## config.mk

```make
export PLATFORM = sky130hd
export DESIGN_NAME = stepper_sweep_range_scanner_flat
export DESIGN_NICKNAME = d
export VERILOG_FILES = /design/src/design/sss_pkg.sv /design/src/design/sss_if.sv /design/src/design/sss_ram.sv /design/src/design/sss_ctrl.sv /design/src/design/sss_dp.sv /design/src/design/stepper_sweep_range_scanner.sv /design/src/flat_wrapper.sv
export VERILOG_INCLUDE_DIRS = /design/src /design/src/design
export SDC_FILE = /design/constraint.sdc
export NUM_CORES = 2
export LEC_CHECK = 0
export BUFFER_PORTS_ARGS = -buffer_cell sky130_fd_sc_hd__clkbuf_2
export CAP_MARGIN = 20
export CORE_MARGIN = 2
export CORE_UTILIZATION = 45
export CTS_CLUSTER_SIZE = 8
export DETAILED_ROUTE_END_ITERATION = 16
export GPL_TIMING_DRIVEN = 0
export HOLD_SLACK_MARGIN = 0.12
export PLACE_DENSITY = 0.67
export SYNTH_ARGS = -nofsm -noshare
export SYNTH_HDL_FRONTEND = slang
export SYNTH_HIERARCHICAL = 1
export SYNTH_SLANG_ARGS = --single-unit
```

## constraint.sdc

```tcl
create_clock -name clk -period 7.8 [get_ports clk]
set_input_delay 0 -clock clk [delete_from_list [all_inputs] [get_ports clk]]
set_output_delay 0 -clock clk [all_outputs]
set_load 0.02 [all_outputs]
```

## src/design/assert_macros.svh

```systemverilog
// ----------------------------------------------------------------------------
// assert_macros.svh
// Shared concurrent assertion macros for the sweep scanner RTL.
// ----------------------------------------------------------------------------
`ifndef ASSERT_MACROS_SVH
`define ASSERT_MACROS_SVH

// Property must hold in the same cycle as the trigger.
`define ASSERT_SAME(label, clk, rst, trig, prop) \
  label: assert property (@(posedge clk) disable iff (rst) (trig) |-> (prop)) \
    else $error("assertion failed");

// Property must hold in the cycle after the trigger.
`define ASSERT_NEXT(label, clk, rst, trig, prop) \
  label: assert property (@(posedge clk) disable iff (rst) (trig) |=> (prop)) \
    else $error("assertion failed");

`endif

```

## src/design/sss_pkg.sv

```systemverilog
// ----------------------------------------------------------------------------
// sss_pkg
// Types and constants shared by the stepper sweep range scanner.
// ----------------------------------------------------------------------------
package sss_pkg;

  // Field widths
  localparam int CFG_IDX_W  = 3;
  localparam int CFG_DATA_W = 16;
  localparam int DIST_W     = 16;
  localparam int LEG_W      = 12;
  localparam int INTV_W     = 9;
  localparam int ASTEP_W    = 10;
  localparam int ANGLE_W    = 10;
  localparam int PHASE_W    = 3;
  localparam int COIL_W     = 4;
  localparam int STATUS_W   = 3;
  localparam int MODC_W     = $clog2(LEG_W);

  // Configuration register indexes
  localparam logic [CFG_IDX_W-1:0] CFG_SWEEP_STEPS   = 3'd0;
  localparam logic [CFG_IDX_W-1:0] CFG_SAMPLE_INTV   = 3'd1;
  localparam logic [CFG_IDX_W-1:0] CFG_NEAR_LIMIT    = 3'd2;
  localparam logic [CFG_IDX_W-1:0] CFG_FAR_LIMIT     = 3'd3;
  localparam logic [CFG_IDX_W-1:0] CFG_FILL_VALUE    = 3'd4;
  localparam logic [CFG_IDX_W-1:0] CFG_DETECT_LIMIT  = 3'd5;
  localparam logic [CFG_IDX_W-1:0] CFG_ANGLE_STEP    = 3'd6;

  // Register reset values
  localparam logic [LEG_W-1:0]   RST_SWEEP_STEPS  = 12'd1024;
  localparam logic [INTV_W-1:0]  RST_SAMPLE_INTV  = 9'd16;
  localparam logic [DIST_W-1:0]  RST_NEAR_LIMIT   = 16'd48;
  localparam logic [DIST_W-1:0]  RST_FAR_LIMIT    = 16'd1920;
  localparam logic [DIST_W-1:0]  RST_FILL_VALUE   = 16'd1600;
  localparam logic [DIST_W-1:0]  RST_DETECT_LIMIT = 16'd1600;
  localparam logic [ASTEP_W-1:0] RST_ANGLE_STEP   = 10'd281;

  // floor(x / 100) = (x * ceil(2^25 / 100)) >> 25, exact for x < 493447
  localparam int                 RECIP_W      = 19;
  localparam logic [RECIP_W-1:0] RECIP_DIV100 = 19'd335545;
  localparam int                 RECIP_SHIFT  = 25;
  localparam logic [ANGLE_W-1:0] ANGLE_MAX    = 10'd1023;

  // Item action codes
  localparam logic ACT_START = 1'b0;
  localparam logic ACT_TICK  = 1'b1;

  // Run mode
  typedef enum logic [1:0] {
    MODE_IDLE    = 2'd0,
    MODE_REWIND  = 2'd1,
    MODE_FORWARD = 2'd2,
    MODE_RETURN  = 2'd3
  } run_mode_t;

  // Reported status codes
  typedef enum logic [STATUS_W-1:0] {
    ST_IDLE    = 3'd0,
    ST_RUNNING = 3'd1,
    ST_FOUND   = 3'd2,
    ST_NONE    = 3'd3,
    ST_ABORTED = 3'd4
  } status_t;

  // Controller to datapath commands
  typedef struct packed {
    logic load;      // capture item, arm remainder unit
    logic mod_run;   // one remainder iteration
    logic exec;      // apply item to sweep state
    logic scan_run;  // one arg-min scan step
    logic mul1;      // index * angle step
    logic mul2;      // reciprocal multiply
    logic fin;       // commit report
    logic push;      // load output register
  } dp_cmd_t;

  // Datapath to controller status
  typedef struct packed {
    logic mod_done;
    logic scan_req;
    logic scan_done;
    logic out_free;
  } dp_stat_t;

endpackage

```

## src/design/sss_if.sv

```systemverilog
// ----------------------------------------------------------------------------
// sss_if
// Valid/ready channel interfaces for sweep items and results.
// ----------------------------------------------------------------------------
interface sss_req_if;
  logic                      valid;
  logic                      ready;
  logic                      action;
  logic [sss_pkg::DIST_W-1:0] distance_q4;
  logic                      abort;

  modport source (output valid, output action, output distance_q4, output abort,
                  input ready);
  modport sink   (input valid, input action, input distance_q4, input abort,
                  output ready);
endinterface

interface sss_rsp_if;
  logic                         valid;
  logic                         ready;
  logic [sss_pkg::COIL_W-1:0]   coils;
  logic                         busy_res;
  logic [sss_pkg::STATUS_W-1:0] status;
  logic                         sample_taken;
  logic [sss_pkg::DIST_W-1:0]   min_distance_q4;
  logic [sss_pkg::ANGLE_W-1:0]  angle_deg;

  modport source (output valid, output coils, output busy_res, output status,
                  output sample_taken, output min_distance_q4, output angle_deg,
                  input ready);
  modport sink   (input valid, input coils, input busy_res, input status,
                  input sample_taken, input min_distance_q4, input angle_deg,
                  output ready);
endinterface

```

## src/design/sss_ram.sv

```systemverilog
// ----------------------------------------------------------------------------
// sss_ram
// Generic single-write, single-read RAM with registered read data.
// ----------------------------------------------------------------------------
module sss_ram #(
  parameter int WIDTH = 16,
  parameter int DEPTH = 64
) (
  input  logic                     clk,
  input  logic                     we,
  input  logic [$clog2(DEPTH)-1:0] waddr,
  input  logic [WIDTH-1:0]         wdata,
  input  logic [$clog2(DEPTH)-1:0] raddr,
  output logic [WIDTH-1:0]         rdata
);

  logic [WIDTH-1:0] mem [DEPTH];

  always_ff @(posedge clk) begin
    if (we) begin
      mem[waddr] <= wdata;
    end
    rdata <= mem[raddr];
  end

endmodule

```

## src/design/sss_ctrl.sv

```systemverilog
// ----------------------------------------------------------------------------
// sss_ctrl
// Sequencer: accepts an item, runs the remainder unit, applies the step,
// walks the sample store for the arg-min and scales the angle when the return leg reaches home, pushes a result.
// ----------------------------------------------------------------------------
`include "assert_macros.svh"

module sss_ctrl (
  input  logic              clk,
  input  logic              rst,
  input  logic              req_valid,
  output logic              req_ready,
  output sss_pkg::dp_cmd_t  cmd,
  input  sss_pkg::dp_stat_t stat
);

  typedef enum logic [7:0] {
    S_IDLE = 8'b0000_0001,
    S_MOD  = 8'b0000_0010,
    S_EXEC = 8'b0000_0100,
    S_SCAN = 8'b0000_1000,
    S_MUL1 = 8'b0001_0000,
    S_MUL2 = 8'b0010_0000,
    S_FIN  = 8'b0100_0000,
    S_PUSH = 8'b1000_0000
  } state_t;

  state_t state, state_next;
  logic   accept;

  assign req_ready = (state == S_IDLE);
  assign accept    = req_ready && req_valid;

  // Next state
  always_comb begin
    state_next = state;
    case (state)
      S_IDLE: if (req_valid) state_next = S_MOD;
      S_MOD:  if (stat.mod_done) state_next = S_EXEC;
      S_EXEC: state_next = stat.scan_req ? S_SCAN : S_PUSH;
      S_SCAN: if (stat.scan_done) state_next = S_MUL1;
      S_MUL1: state_next = S_MUL2;
      S_MUL2: state_next = S_FIN;
      S_FIN:  state_next = S_PUSH;
      S_PUSH: if (stat.out_free) state_next = S_IDLE;
      default: state_next = S_IDLE;
    endcase
  end

  always_ff @(posedge clk) begin
    if (rst) begin
      state <= S_IDLE;
    end else begin
      state <= state_next;
    end
  end

  // Commands
  always_comb begin
    cmd          = '0;
    cmd.load     = accept;
    cmd.mod_run  = (state == S_MOD);
    cmd.exec     = (state == S_EXEC);
    cmd.scan_run = (state == S_SCAN);
    cmd.mul1     = (state == S_MUL1);
    cmd.mul2     = (state == S_MUL2);
    cmd.fin      = (state == S_FIN);
    cmd.push     = (state == S_PUSH) && stat.out_free;
  end

  `ASSERT_NEXT(a_accept_to_mod, clk, rst, accept, state == S_MOD)
  `ASSERT_NEXT(a_push_to_idle, clk, rst, cmd.push, state == S_IDLE)
  `ASSERT_SAME(a_one_stage, clk, rst, 1'b1,
               $onehot0({cmd.mod_run, cmd.exec, cmd.scan_run, cmd.fin, cmd.push}))

endmodule

```

## src/design/sss_dp.sv

```systemverilog
// ----------------------------------------------------------------------------
// sss_dp
// Sweep datapath: configuration registers, motor and leg state, remainder
// unit for the sample cadence, sample store, arg-min scan, angle scaling
// and the output register.
// ----------------------------------------------------------------------------
`include "assert_macros.svh"

module sss_dp #(
  parameter int NUM_SAMPLES = 64
) (
  input  logic                           clk,
  input  logic                           rst,
  input  logic                           cfg_we,
  input  logic [sss_pkg::CFG_IDX_W-1:0]  cfg_index,
  input  logic [sss_pkg::CFG_DATA_W-1:0] cfg_data,
  input  logic                           req_action,
  input  logic [sss_pkg::DIST_W-1:0]     req_distance_q4,
  input  logic                           req_abort,
  input  sss_pkg::dp_cmd_t               cmd,
  output sss_pkg::dp_stat_t              stat,
  sss_rsp_if.source                      rsp
);

  localparam int IW  = $clog2(NUM_SAMPLES);
  localparam int SIW = $clog2(NUM_SAMPLES + 1);
  localparam int PW  = IW + sss_pkg::ASTEP_W;
  localparam int QW  = PW + sss_pkg::RECIP_W;

  localparam int DW = sss_pkg::DIST_W;
  localparam int LW = sss_pkg::LEG_W;
  localparam int NW = sss_pkg::INTV_W;

  // Configuration registers
  logic [LW-1:0]                   sweep_steps;
  logic [NW-1:0]                   sample_interval;
  logic [DW-1:0]                   near_limit, far_limit, fill_value, detect_limit;
  logic [sss_pkg::ASTEP_W-1:0]     angle_step;

  // Sweep state
  sss_pkg::run_mode_t              run_mode, mode_next;
  logic [sss_pkg::PHASE_W-1:0]     coil_phase, phase_next;
  logic [LW-1:0]                   position, position_next;
  logic [LW-1:0]                   leg_step, leg_step_next;
  logic [SIW-1:0]                  sample_index, sample_index_next;
  logic                            coils_on, coils_on_next;
  sss_pkg::status_t                held_status, status_next;
  logic [DW-1:0]                   reported_min;
  logic [sss_pkg::ANGLE_W-1:0]     reported_angle;
  logic [NUM_SAMPLES-1:0]          entry_valid;

  // Captured item
  logic                            it_action, it_abort;
  logic [DW-1:0]                   it_dist;

  // Remainder unit
  logic [NW-1:0]                   mod_rem;
  logic [LW-1:0]                   mod_bits;
  logic [sss_pkg::MODC_W-1:0]      mod_cnt;
  logic [NW:0]                     mod_trial;

  // Step evaluation
  logic [LW-1:0]                   steps;
  logic [NW-1:0]                   interval;
  logic                            taken, taken_q, scan_flag;
  logic                            mem_we;
  logic [IW-1:0]                   slot;
  logic [DW-1:0]                   mem_wdata, mem_rdata;

  // Scan and angle
  logic [IW-1:0]                   scan_addr, data_idx, best_idx;
  logic                            data_live, rd_vld, stopped;
  logic [DW-1:0]                   best, scan_val;
  logic [PW-1:0]                   prod1;
  logic [QW-1:0]                   prod2, ang_full;
  logic [sss_pkg::ANGLE_W-1:0]     ang_sat;

  logic [sss_pkg::COIL_W-1:0]      coils_val;
  logic                            rsp_valid;

  function automatic logic [sss_pkg::PHASE_W-1:0] step_cw(
    input logic [sss_pkg::PHASE_W-1:0] ph);
    step_cw = (ph >= 3'd4) ? 3'd1 : ph + 3'd1;
  endfunction

  function automatic logic [sss_pkg::PHASE_W-1:0] step_ccw(
    input logic [sss_pkg::PHASE_W-1:0] ph);
    step_ccw = (ph == 3'd0 || ph > 3'd4) ? 3'd4 : ph - 3'd1;
  endfunction

  // Configuration writes
  always_ff @(posedge clk) begin
    if (rst) begin
      sweep_steps     <= sss_pkg::RST_SWEEP_STEPS;
      sample_interval <= sss_pkg::RST_SAMPLE_INTV;
      near_limit      <= sss_pkg::RST_NEAR_LIMIT;
      far_limit       <= sss_pkg::RST_FAR_LIMIT;
      fill_value      <= sss_pkg::RST_FILL_VALUE;
      detect_limit    <= sss_pkg::RST_DETECT_LIMIT;
      angle_step      <= sss_pkg::RST_ANGLE_STEP;
    end else if (cfg_we) begin
      case (cfg_index)
        sss_pkg::CFG_SWEEP_STEPS:  sweep_steps     <= cfg_data[LW-1:0];
        sss_pkg::CFG_SAMPLE_INTV:  sample_interval <= cfg_data[NW-1:0];
        sss_pkg::CFG_NEAR_LIMIT:   near_limit      <= cfg_data[DW-1:0];
        sss_pkg::CFG_FAR_LIMIT:    far_limit       <= cfg_data[DW-1:0];
        sss_pkg::CFG_FILL_VALUE:   fill_value      <= cfg_data[DW-1:0];
        sss_pkg::CFG_DETECT_LIMIT: detect_limit    <= cfg_data[DW-1:0];
        sss_pkg::CFG_ANGLE_STEP:   angle_step      <= cfg_data[sss_pkg::ASTEP_W-1:0];
        default: ;
      endcase
    end
  end

  assign steps    = (sweep_steps == '0) ? LW'(1) : sweep_steps;
  assign interval = (sample_interval == '0) ? NW'(1) : sample_interval;

  // Item capture and leg_step mod interval, one bit per cycle
  assign mod_trial = {mod_rem, mod_bits[LW-1]};

  always_ff @(posedge clk) begin
    if (cmd.load) begin
      it_action <= req_action;
      it_dist   <= req_distance_q4;
      it_abort  <= req_abort;
      mod_rem   <= '0;
      mod_bits  <= leg_step;
      mod_cnt   <= '0;
    end else if (cmd.mod_run) begin
      mod_rem  <= (mod_trial >= {1'b0, interval}) ? NW'(mod_trial - {1'b0, interval})
                                                  : mod_trial[NW-1:0];
      mod_bits <= {mod_bits[LW-2:0], 1'b0};
      mod_cnt  <= mod_cnt + 1'b1;
    end
  end

  assign stat.mod_done = (mod_cnt == sss_pkg::MODC_W'(LW - 1));

  // Store slot saturates at the last entry
  assign slot = (sample_index < SIW'(NUM_SAMPLES)) ? sample_index[IW-1:0]
                                                   : IW'(NUM_SAMPLES - 1);
  assign mem_wdata = (near_limit < it_dist && it_dist < far_limit) ? it_dist : fill_value;

  // Apply one item to the sweep state
  always_comb begin
    mode_next         = run_mode;
    phase_next        = coil_phase;
    position_next     = position;
    leg_step_next     = leg_step;
    sample_index_next = sample_index;
    coils_on_next     = coils_on;
    status_next       = held_status;
    taken             = 1'b0;
    scan_flag         = 1'b0;
    if (it_action == sss_pkg::ACT_START) begin
      sample_index_next = '0;
      leg_step_next     = '0;
      mode_next   = (position == '0) ? sss_pkg::MODE_FORWARD : sss_pkg::MODE_REWIND;
      status_next = sss_pkg::ST_RUNNING;
    end else begin
      case (run_mode)
        sss_pkg::MODE_REWIND: begin
          position_next = position - 1'b1;
          if (position_next != '0) begin
            phase_next    = step_ccw(coil_phase);
            coils_on_next = 1'b1;
          end else begin
            mode_next = sss_pkg::MODE_FORWARD;
          end
        end
        sss_pkg::MODE_FORWARD: begin
          position_next = position + 1'b1;
          if (mod_rem == '0) begin
            taken = 1'b1;
            if (sample_index < SIW'(NUM_SAMPLES)) begin
              sample_index_next = sample_index + 1'b1;
            end
          end
          if (it_abort) begin
            mode_next   = sss_pkg::MODE_IDLE;
            status_next = sss_pkg::ST_ABORTED;
          end else begin
            phase_next    = step_cw(coil_phase);
            coils_on_next = 1'b1;
            leg_step_next = leg_step + 1'b1;
            if (leg_step_next >= steps) begin
              leg_step_next = '0;
              mode_next     = sss_pkg::MODE_RETURN;
            end
          end
        end
        sss_pkg::MODE_RETURN: begin
          if (it_abort) begin
            coils_on_next = 1'b0;
            mode_next     = sss_pkg::MODE_IDLE;
            status_next   = sss_pkg::ST_ABORTED;
          end else begin
            position_next = position - 1'b1;
            if (position_next != '0) begin
              phase_next    = step_ccw(coil_phase);
              coils_on_next = 1'b1;
            end
            leg_step_next = leg_step + 1'b1;
            if (position_next == '0 || leg_step_next >= steps) begin
              coils_on_next = 1'b0;
              mode_next     = sss_pkg::MODE_IDLE;
              if (position_next == '0) begin
                scan_flag = 1'b1;
              end else begin
                status_next = sss_pkg::ST_IDLE;
              end
            end
          end
        end
        default: ;
      endcase
    end
  end

  assign stat.scan_req = scan_flag;
  assign mem_we        = cmd.exec && taken;

  // Architectural state
  always_ff @(posedge clk) begin
    if (rst) begin
      run_mode       <= sss_pkg::MODE_IDLE;
      coil_phase     <= '0;
      position       <= '0;
      leg_step       <= '0;
      sample_index   <= '0;
      coils_on       <= 1'b0;
      held_status    <= sss_pkg::ST_IDLE;
      reported_min   <= '0;
      reported_angle <= '0;
      entry_valid    <= '0;
      taken_q        <= 1'b0;
    end else begin
      if (cmd.exec) begin
        run_mode     <= mode_next;
        coil_phase   <= phase_next;
        position     <= position_next;
        leg_step     <= leg_step_next;
        sample_index <= sample_index_next;
        coils_on     <= coils_on_next;
        held_status  <= status_next;
        taken_q      <= taken;
      end
      if (mem_we) begin
        entry_valid[slot] <= 1'b1;
      end
      // Arg-min result
      if (cmd.fin) begin
        if (best < detect_limit) begin
          reported_min   <= best;
          reported_angle <= ang_sat;
          held_status    <= sss_pkg::ST_FOUND;
        end else begin
          held_status    <= sss_pkg::ST_NONE;
        end
      end
    end
  end

  sss_ram #(.WIDTH(DW), .DEPTH(NUM_SAMPLES)) u_store (
    .clk   (clk),
    .we    (mem_we),
    .waddr (slot),
    .wdata (mem_wdata),
    .raddr (scan_addr),
    .rdata (mem_rdata)
  );

  // Arg-min walk; entries never written read as zero
  assign scan_val       = rd_vld ? mem_rdata : '0;
  assign stat.scan_done = data_live && (data_idx == IW'(NUM_SAMPLES - 1));

  always_ff @(posedge clk) begin
    rd_vld <= entry_valid[scan_addr];
    if (cmd.exec) begin
      scan_addr <= '0;
      data_live <= 1'b0;
      stopped   <= 1'b0;
    end else if (cmd.scan_run) begin
      scan_addr <= scan_addr + 1'b1;
      data_idx  <= scan_addr;
      data_live <= 1'b1;
      if (data_live) begin
        if (data_idx == '0) begin
          best     <= scan_val;
          best_idx <= '0;
        end else if (!stopped && scan_val < best) begin
          if (scan_val == '0) begin
            stopped <= 1'b1;
          end else begin
            best     <= scan_val;
            best_idx <= data_idx;
          end
        end
      end
    end
  end

  // Angle: floor(index * step / 100), saturated
  assign ang_full = prod2 >> sss_pkg::RECIP_SHIFT;
  assign ang_sat  = (ang_full > QW'(sss_pkg::ANGLE_MAX)) ? sss_pkg::ANGLE_MAX
                                                          : ang_full[sss_pkg::ANGLE_W-1:0];

  always_ff @(posedge clk) begin
    if (cmd.mul1) begin
      prod1 <= PW'(best_idx) * PW'(angle_step);
    end
    if (cmd.mul2) begin
      prod2 <= QW'(prod1) * QW'(sss_pkg::RECIP_DIV100);
    end
  end

  // Output register
  always_comb begin
    coils_val = '0;
    if (coils_on) begin
      case (coil_phase)
        3'd1:    coils_val = 4'b0001;
        3'd2:    coils_val = 4'b0010;
        3'd3:    coils_val = 4'b0100;
        3'd4:    coils_val = 4'b1000;
        default: coils_val = '0;
      endcase
    end
  end

  assign stat.out_free = !rsp_valid || rsp.ready;
  assign rsp.valid     = rsp_valid;

  always_ff @(posedge clk) begin
    if (rst) begin
      rsp_valid <= 1'b0;
    end else if (cmd.push) begin
      rsp_valid <= 1'b1;
    end else if (rsp.ready) begin
      rsp_valid <= 1'b0;
    end
  end

  always_ff @(posedge clk) begin
    if (cmd.push) begin
      rsp.coils           <= coils_val;
      rsp.busy_res        <= (run_mode != sss_pkg::MODE_IDLE);
      rsp.status          <= held_status;
      rsp.sample_taken    <= taken_q;
      rsp.min_distance_q4 <= reported_min;
      rsp.angle_deg       <= reported_angle;
    end
  end

  `ASSERT_SAME(a_index_cap, clk, rst, 1'b1, sample_index <= SIW'(NUM_SAMPLES))
  `ASSERT_SAME(a_coils_wave, clk, rst, 1'b1, $onehot0(coils_val))
  `ASSERT_NEXT(a_home_stops, clk, rst, cmd.exec && scan_flag,
               run_mode == sss_pkg::MODE_IDLE && !coils_on && position == '0)

endmodule

```

## src/design/stepper_sweep_range_scanner.sv

```systemverilog
// ----------------------------------------------------------------------------
// stepper_sweep_range_scanner
// Sweep controller for a four-phase wave-drive stepper with range sampling
// and an end-of-sweep arg-min over the stored samples.
// ----------------------------------------------------------------------------
//  channel | dir | payload                                      | handshake
//  req     | in  | action, distance_q4, abort                   | valid/ready
//  rsp     | out | coils, busy_res, status, sample_taken,       | valid/ready
//          |     | min_distance_q4, angle_deg                   |
//  cfg     | in  | cfg_index, cfg_data                          | cfg_we
//
// Each item is accepted, then run through the bit-serial remainder of the leg count
// by the sample interval; the step is then applied and the result pushed.
// A tick that brings the return leg home also runs the arg-min walk over the
// store (one RAM read per cycle) and then the angle scaling before the push.
// Reset clears the store through per-entry valid bits; there is no clearing pass.
// A stalled result waits in the output register; the next item is taken once
// the result has been loaded there.
// ----------------------------------------------------------------------------
module stepper_sweep_range_scanner #(
  parameter int NUM_SAMPLES = 64
) (
  input  logic                           clk,
  input  logic                           rst,
  input  logic                           cfg_we,
  input  logic [sss_pkg::CFG_IDX_W-1:0]  cfg_index,
  input  logic [sss_pkg::CFG_DATA_W-1:0] cfg_data,
  sss_req_if.sink                        req,
  sss_rsp_if.source                      rsp
);

  sss_pkg::dp_cmd_t  cmd;
  sss_pkg::dp_stat_t stat;
  logic              ready;

  assign req.ready = ready;

  sss_ctrl u_ctrl (
    .clk       (clk),
    .rst       (rst),
    .req_valid (req.valid),
    .req_ready (ready),
    .cmd       (cmd),
    .stat      (stat)
  );

  sss_dp #(.NUM_SAMPLES(NUM_SAMPLES)) u_dp (
    .clk             (clk),
    .rst             (rst),
    .cfg_we          (cfg_we),
    .cfg_index       (cfg_index),
    .cfg_data        (cfg_data),
    .req_action      (req.action),
    .req_distance_q4 (req.distance_q4),
    .req_abort       (req.abort),
    .cmd             (cmd),
    .stat            (stat),
    .rsp             (rsp)
  );

endmodule
```

## src/flat_wrapper.sv

```systemverilog
// flat-port wrapper written by rule: the top's interface ports become plain ports
module stepper_sweep_range_scanner_flat 
#(
  parameter int NUM_SAMPLES = 64
)
  (clk, rst, cfg_we, cfg_index, cfg_data, req_valid, req_action, req_distance_q4, req_abort, req_ready, rsp_valid, rsp_coils, rsp_busy_res, rsp_status, rsp_sample_taken, rsp_min_distance_q4, rsp_angle_deg, rsp_ready);
  sss_req_if req_i ();
  sss_rsp_if rsp_i ();
  input  logic clk;
  input  logic rst;
  input  logic cfg_we;
  input  logic [sss_pkg::CFG_IDX_W-1:0] cfg_index;
  input  logic [sss_pkg::CFG_DATA_W-1:0] cfg_data;
  input wire logic [$bits(req_i.valid)-1:0] req_valid;
  input wire logic [$bits(req_i.action)-1:0] req_action;
  input wire logic [$bits(req_i.distance_q4)-1:0] req_distance_q4;
  input wire logic [$bits(req_i.abort)-1:0] req_abort;
  output wire logic [$bits(req_i.ready)-1:0] req_ready;
  output wire logic [$bits(rsp_i.valid)-1:0] rsp_valid;
  output wire logic [$bits(rsp_i.coils)-1:0] rsp_coils;
  output wire logic [$bits(rsp_i.busy_res)-1:0] rsp_busy_res;
  output wire logic [$bits(rsp_i.status)-1:0] rsp_status;
  output wire logic [$bits(rsp_i.sample_taken)-1:0] rsp_sample_taken;
  output wire logic [$bits(rsp_i.min_distance_q4)-1:0] rsp_min_distance_q4;
  output wire logic [$bits(rsp_i.angle_deg)-1:0] rsp_angle_deg;
  input wire logic [$bits(rsp_i.ready)-1:0] rsp_ready;
  assign req_i.valid = req_valid;
  assign req_i.action = req_action;
  assign req_i.distance_q4 = req_distance_q4;
  assign req_i.abort = req_abort;
  assign req_ready = req_i.ready;
  assign rsp_valid = rsp_i.valid;
  assign rsp_coils = rsp_i.coils;
  assign rsp_busy_res = rsp_i.busy_res;
  assign rsp_status = rsp_i.status;
  assign rsp_sample_taken = rsp_i.sample_taken;
  assign rsp_min_distance_q4 = rsp_i.min_distance_q4;
  assign rsp_angle_deg = rsp_i.angle_deg;
  assign rsp_i.ready = rsp_ready;
  stepper_sweep_range_scanner #(.NUM_SAMPLES(NUM_SAMPLES)) u_core (.clk(clk), .rst(rst), .cfg_we(cfg_we), .cfg_index(cfg_index), .cfg_data(cfg_data), .req(req_i), .rsp(rsp_i));
endmodule
```

==> flow_summary.yaml <==
floorplanning:
  core_area_sq_mm: 0.141
  io_pins: 79
  fp.dieW_microns: 381
  rows: 138
  die_h_microns: 381
  start_util_pct: 45.3
  die-area_sq_mm: 0.145
synthesis:
  synth-seq-cells: 1416
  synth_nets: 4783
  synth_area_leaders: "edfxtp_1 54%, dfxtp_1 8.5%, mux4_2 8.5%"
  seq_area_frac_synth_pct: 62.2
  netlist_instances: 4343
  synth_async_sr_flop_share_pct: 0
  yosys.area.top_type_share_pct: 53.7
  ys_warn_count: 6
  avgSynthCellArea_sq_um: 14.7
  synth_cell_types: 91
  synthFlopType: "edfxtp_1"
  synth_edf_count: 1143
  synth_area_leader_cell: "edfxtp_1"
  syn_area_sq_mm: 0.0640
power:
  p_leak_nw: 26.2
  power_w: 0.0168
  ir_drop_mv: 0.219
  p_seq_share_pct: 49.7
  p_per_area_mw_per_mm2: 226
  swShare_pct: 21.6
  intPower_w: 0.0132
  power.switching_w: 0.00363
  combPwrFrac_pct: 4.3
  clkPwrFrac_pct: 46.0
placement:
  dpl.hpwl_microns: 115000
  dpl_cell_area_sq_mm: 0.0681
  post-place-ws_ns: 1.52
  dp.cells: 6387
  io_buffers: 77
  gp_congestion: 0.956
cts:
  clk_root_buffer_cell: "clkbuf_16"
  cts_sinks: 1416
  tritoncts: "yes"
  cts.hold.buffers_added: 78
  cts_setup_buffers: 0
  clkSlewWorstSetupHoldPaths_ns: 0.06
  cts_max_path_buffers: 3
  htreeDepth: 4
  cts_resized: 0
  insertion_delay_ns: 0.82
  numCtsBuffers: 196
sta:
  hold_violations: 0
  tightest_slew_ns: 1.07
  setup_viol: 0
  drv_slew: 0
  fin_crit_sh_pct: 80.8
  fin_crit_ns: 6.30
  rsz0062_at_grt: "no"
  fmax_ghz: 0.159
  clock_skew_ns: 0.0499
  totalNegativeSetupSlack_ns: 0
  maxSlewHeadroom_pct: 28.3
  setup_slack_ns: 1.50
global_routing:
  grt_max_degree: 65
  antenna_found_initial: 3
  grt_pass1_wl_microns: 247000
  track_usage_pct: 22.7
  overflow: 0
  grt_pass1_vias: 38873
critical_path:
  r2r_setup_slack_ns: 1.50
  path_common_cell: "fa_1"
  crit_slowest_cell: "fa_1"
  reg2reg_depth: 17
  crit_chain: "fa_1 > inv_1 > fa_1 > inv_1 > fa_1 > fa_1 > fa_1 > inv_1 > fa_1 > inv_1 > ha_1 > o2111ai_1 > or4_1 > a31oi_1 > o41a_1 > a21oi_1 > xnor2_1"
  critical_path_class: "reg -> reg"
  arrival_ns: 6.81
  reg2reg_to: "u_core/u_dp/prod2[34]$_DFFE_PP_"
  crit_path_end_kind: "flip-flop"
  r2r-start: "u_core/u_dp/prod1[5]$_DFFE_PP_"
  critPathMaxStageDelay_ns: 0.64
  crit_required_ns: 8.31
  cp_max_fo: 9
  critPathLaunchType: "flip-flop"
drt:
  ant_nets: 0
  dr.pass1.iters: 6
  totalWireLength_microns: 164000
  wl_per_cell_microns: 24.4
  num_vias: 38564
  routed_via_density: 5.72
  drt_iter0_markers: 3966
  drc: 0
worst_hold_path:
  holdPathEnd: "u_core/u_dp/detect_limit[11]$_SDFFE_PP0P_"
  worst_hold_path.num_cells: 4
  min_from: "cfg_data[11]"
  hold_class: "in -> reg"
final_layout:
  seqCellArea_sq_mm: 0.0398
  final_nets: 5213
  drive_gt1_share_pct: 17.0
  area_growth_pct: 16.3
  layout_common_cells: "1,143 x edfxtp_1, 351 x nand2_1, 330 x inv_1"
  nFillCells: 11562
  final_area_sq_mm: 0.0744
  final_common_cell: "edfxtp_1"
  multi_input_area_sq_mm: 0.0220
  stdcell_count: 6741
flow_run:
  maxCapViolations: 0
run_status:
  status: "finished clean"
## how the worst max path moves through the flow
stage	startpoint	to	slack, ns	cells after the start
after floorplan	u_core/u_dp/prod1[5]$_DFFE_PP_	u_core/u_dp/prod2[29]$_DFFE_PP_	2.21	17
after global placement	u_core/u_dp/prod1[5]$_DFFE_PP_	u_core/u_dp/prod2[34]$_DFFE_PP_	1.53	17
after detailed placement	u_core/u_dp/prod1[5]$_DFFE_PP_	u_core/u_dp/prod2[34]$_DFFE_PP_	1.52	17
after CTS	u_core/u_dp/prod1[5]$_DFFE_PP_	u_core/u_dp/prod2[34]$_DFFE_PP_	1.47	17
after global routing	u_core/u_dp/prod1[5]$_DFFE_PP_	u_core/u_dp/prod2[34]$_DFFE_PP_	1.26	17
final	u_core/u_dp/prod1[5]$_DFFE_PP_	u_core/u_dp/prod2[34]$_DFFE_PP_	1.50	17
## area by class of cell
class | count | area share (%)
buffer | 206 | 1.46
clock buffer | 259 | 6.98
antenna | 1 | 0.00336
clock inverter | 16 | 0.439
multi-input combinational | 2390 | 29.6
sequential | 1416 | 53.5
tap | 1890 | 3.18
inverter | 331 | 1.67
timing repair buffer | 232 | 3.22
## through the flow
step	hold WS, ns	utilization, %
4_1_cts	0.122	52.7
2_1_floorplan	0.0989	-
6_report	0.169	52.7
3_3_place_gp	0.178	47.2
5_1_grt	0.157	52.7
3_5_place_dp	0.179	48.2
## power groups by stage
stage / Clock (W) / Combinational, W / Sequential [W]
6_report: 0.00773 / 0.000723 / 0.00836
3_3_place_gp: 0 / 0.000625 / 0.00852
5_1_grt: 0.00820 / 0.000788 / 0.00836
4_1_cts: 0.00787 / 0.000721 / 0.00836
3_5_place_dp: 0 / 0.000691 / 0.00851
2_1_floorplan: 0 / 0.000396 / 0.00849
## logic make-up (layout without fill, tap and decap cells)
kind of cell	Yosys count	after routing	synth area share, %
DFF	1416	1416	62.2
xor gates and xnor gates	50	50	0.685
AOI/OAI and AO/OA	550	550	5.65
adders and majority gates	398	398	9.35
muxes	407	407	11.2
other	0	1	0
and+or+nand+nor	985	985	7.24
buffers and inverters	537	1044	3.65
## flip-flops by register name, summed over array words and instances (netlist names), 16 cells and up
name and cells:
u_core/u_dp/detect_limit 16, u_core/u_dp/near_limit 16, u_core/u_dp/fill_value 16, u_core/u_dp/u_store/rdata 16, u_core/u_dp/far_limit 16, u_core/u_dp/prod1 16
u_core/u_dp/best 16, u_core/u_dp/rsp.min_distance_q4 16, u_core/u_dp/it_dist 16, u_core/u_dp/entry_valid 64, u_core/u_dp/reported_min 16, u_core/u_dp/u_store/mem 1024
## synthesized netlist by cell type, types with 45 or more instances
master,count
edfxtp_1,1143
nand2_1,351
inv_1,330
dfxtp_1,273
ha_1,265
nor2_1,257
mux4_2,242
a21oi_1,220
fa_1,133
clkbuf_1,128
mux2i_1,124
nand3_1,77
a22oi_1,71
and2_1,49
nor3_1,45
## critical path: cells and delay by family (launching register included)
family          cells  cell delay (ns)
simple gates        1             0.59
compound gates      4             0.87
flops               1             0.61
buf+inv             4             0.25
fa+ha+maj           7             3.56
xor+xnor            1             0.14
## routing by layer
metal,global-route usage [%],wire length [microns],vias up
met1,30.6,67100,19637
met4,8.07,5370,0
met3,4.35,13000,291
li1,-,-,17030
met5,0,0,-
met2,37.0,78800,1606
No activity file was read; power rests on OpenSTA's default activity.
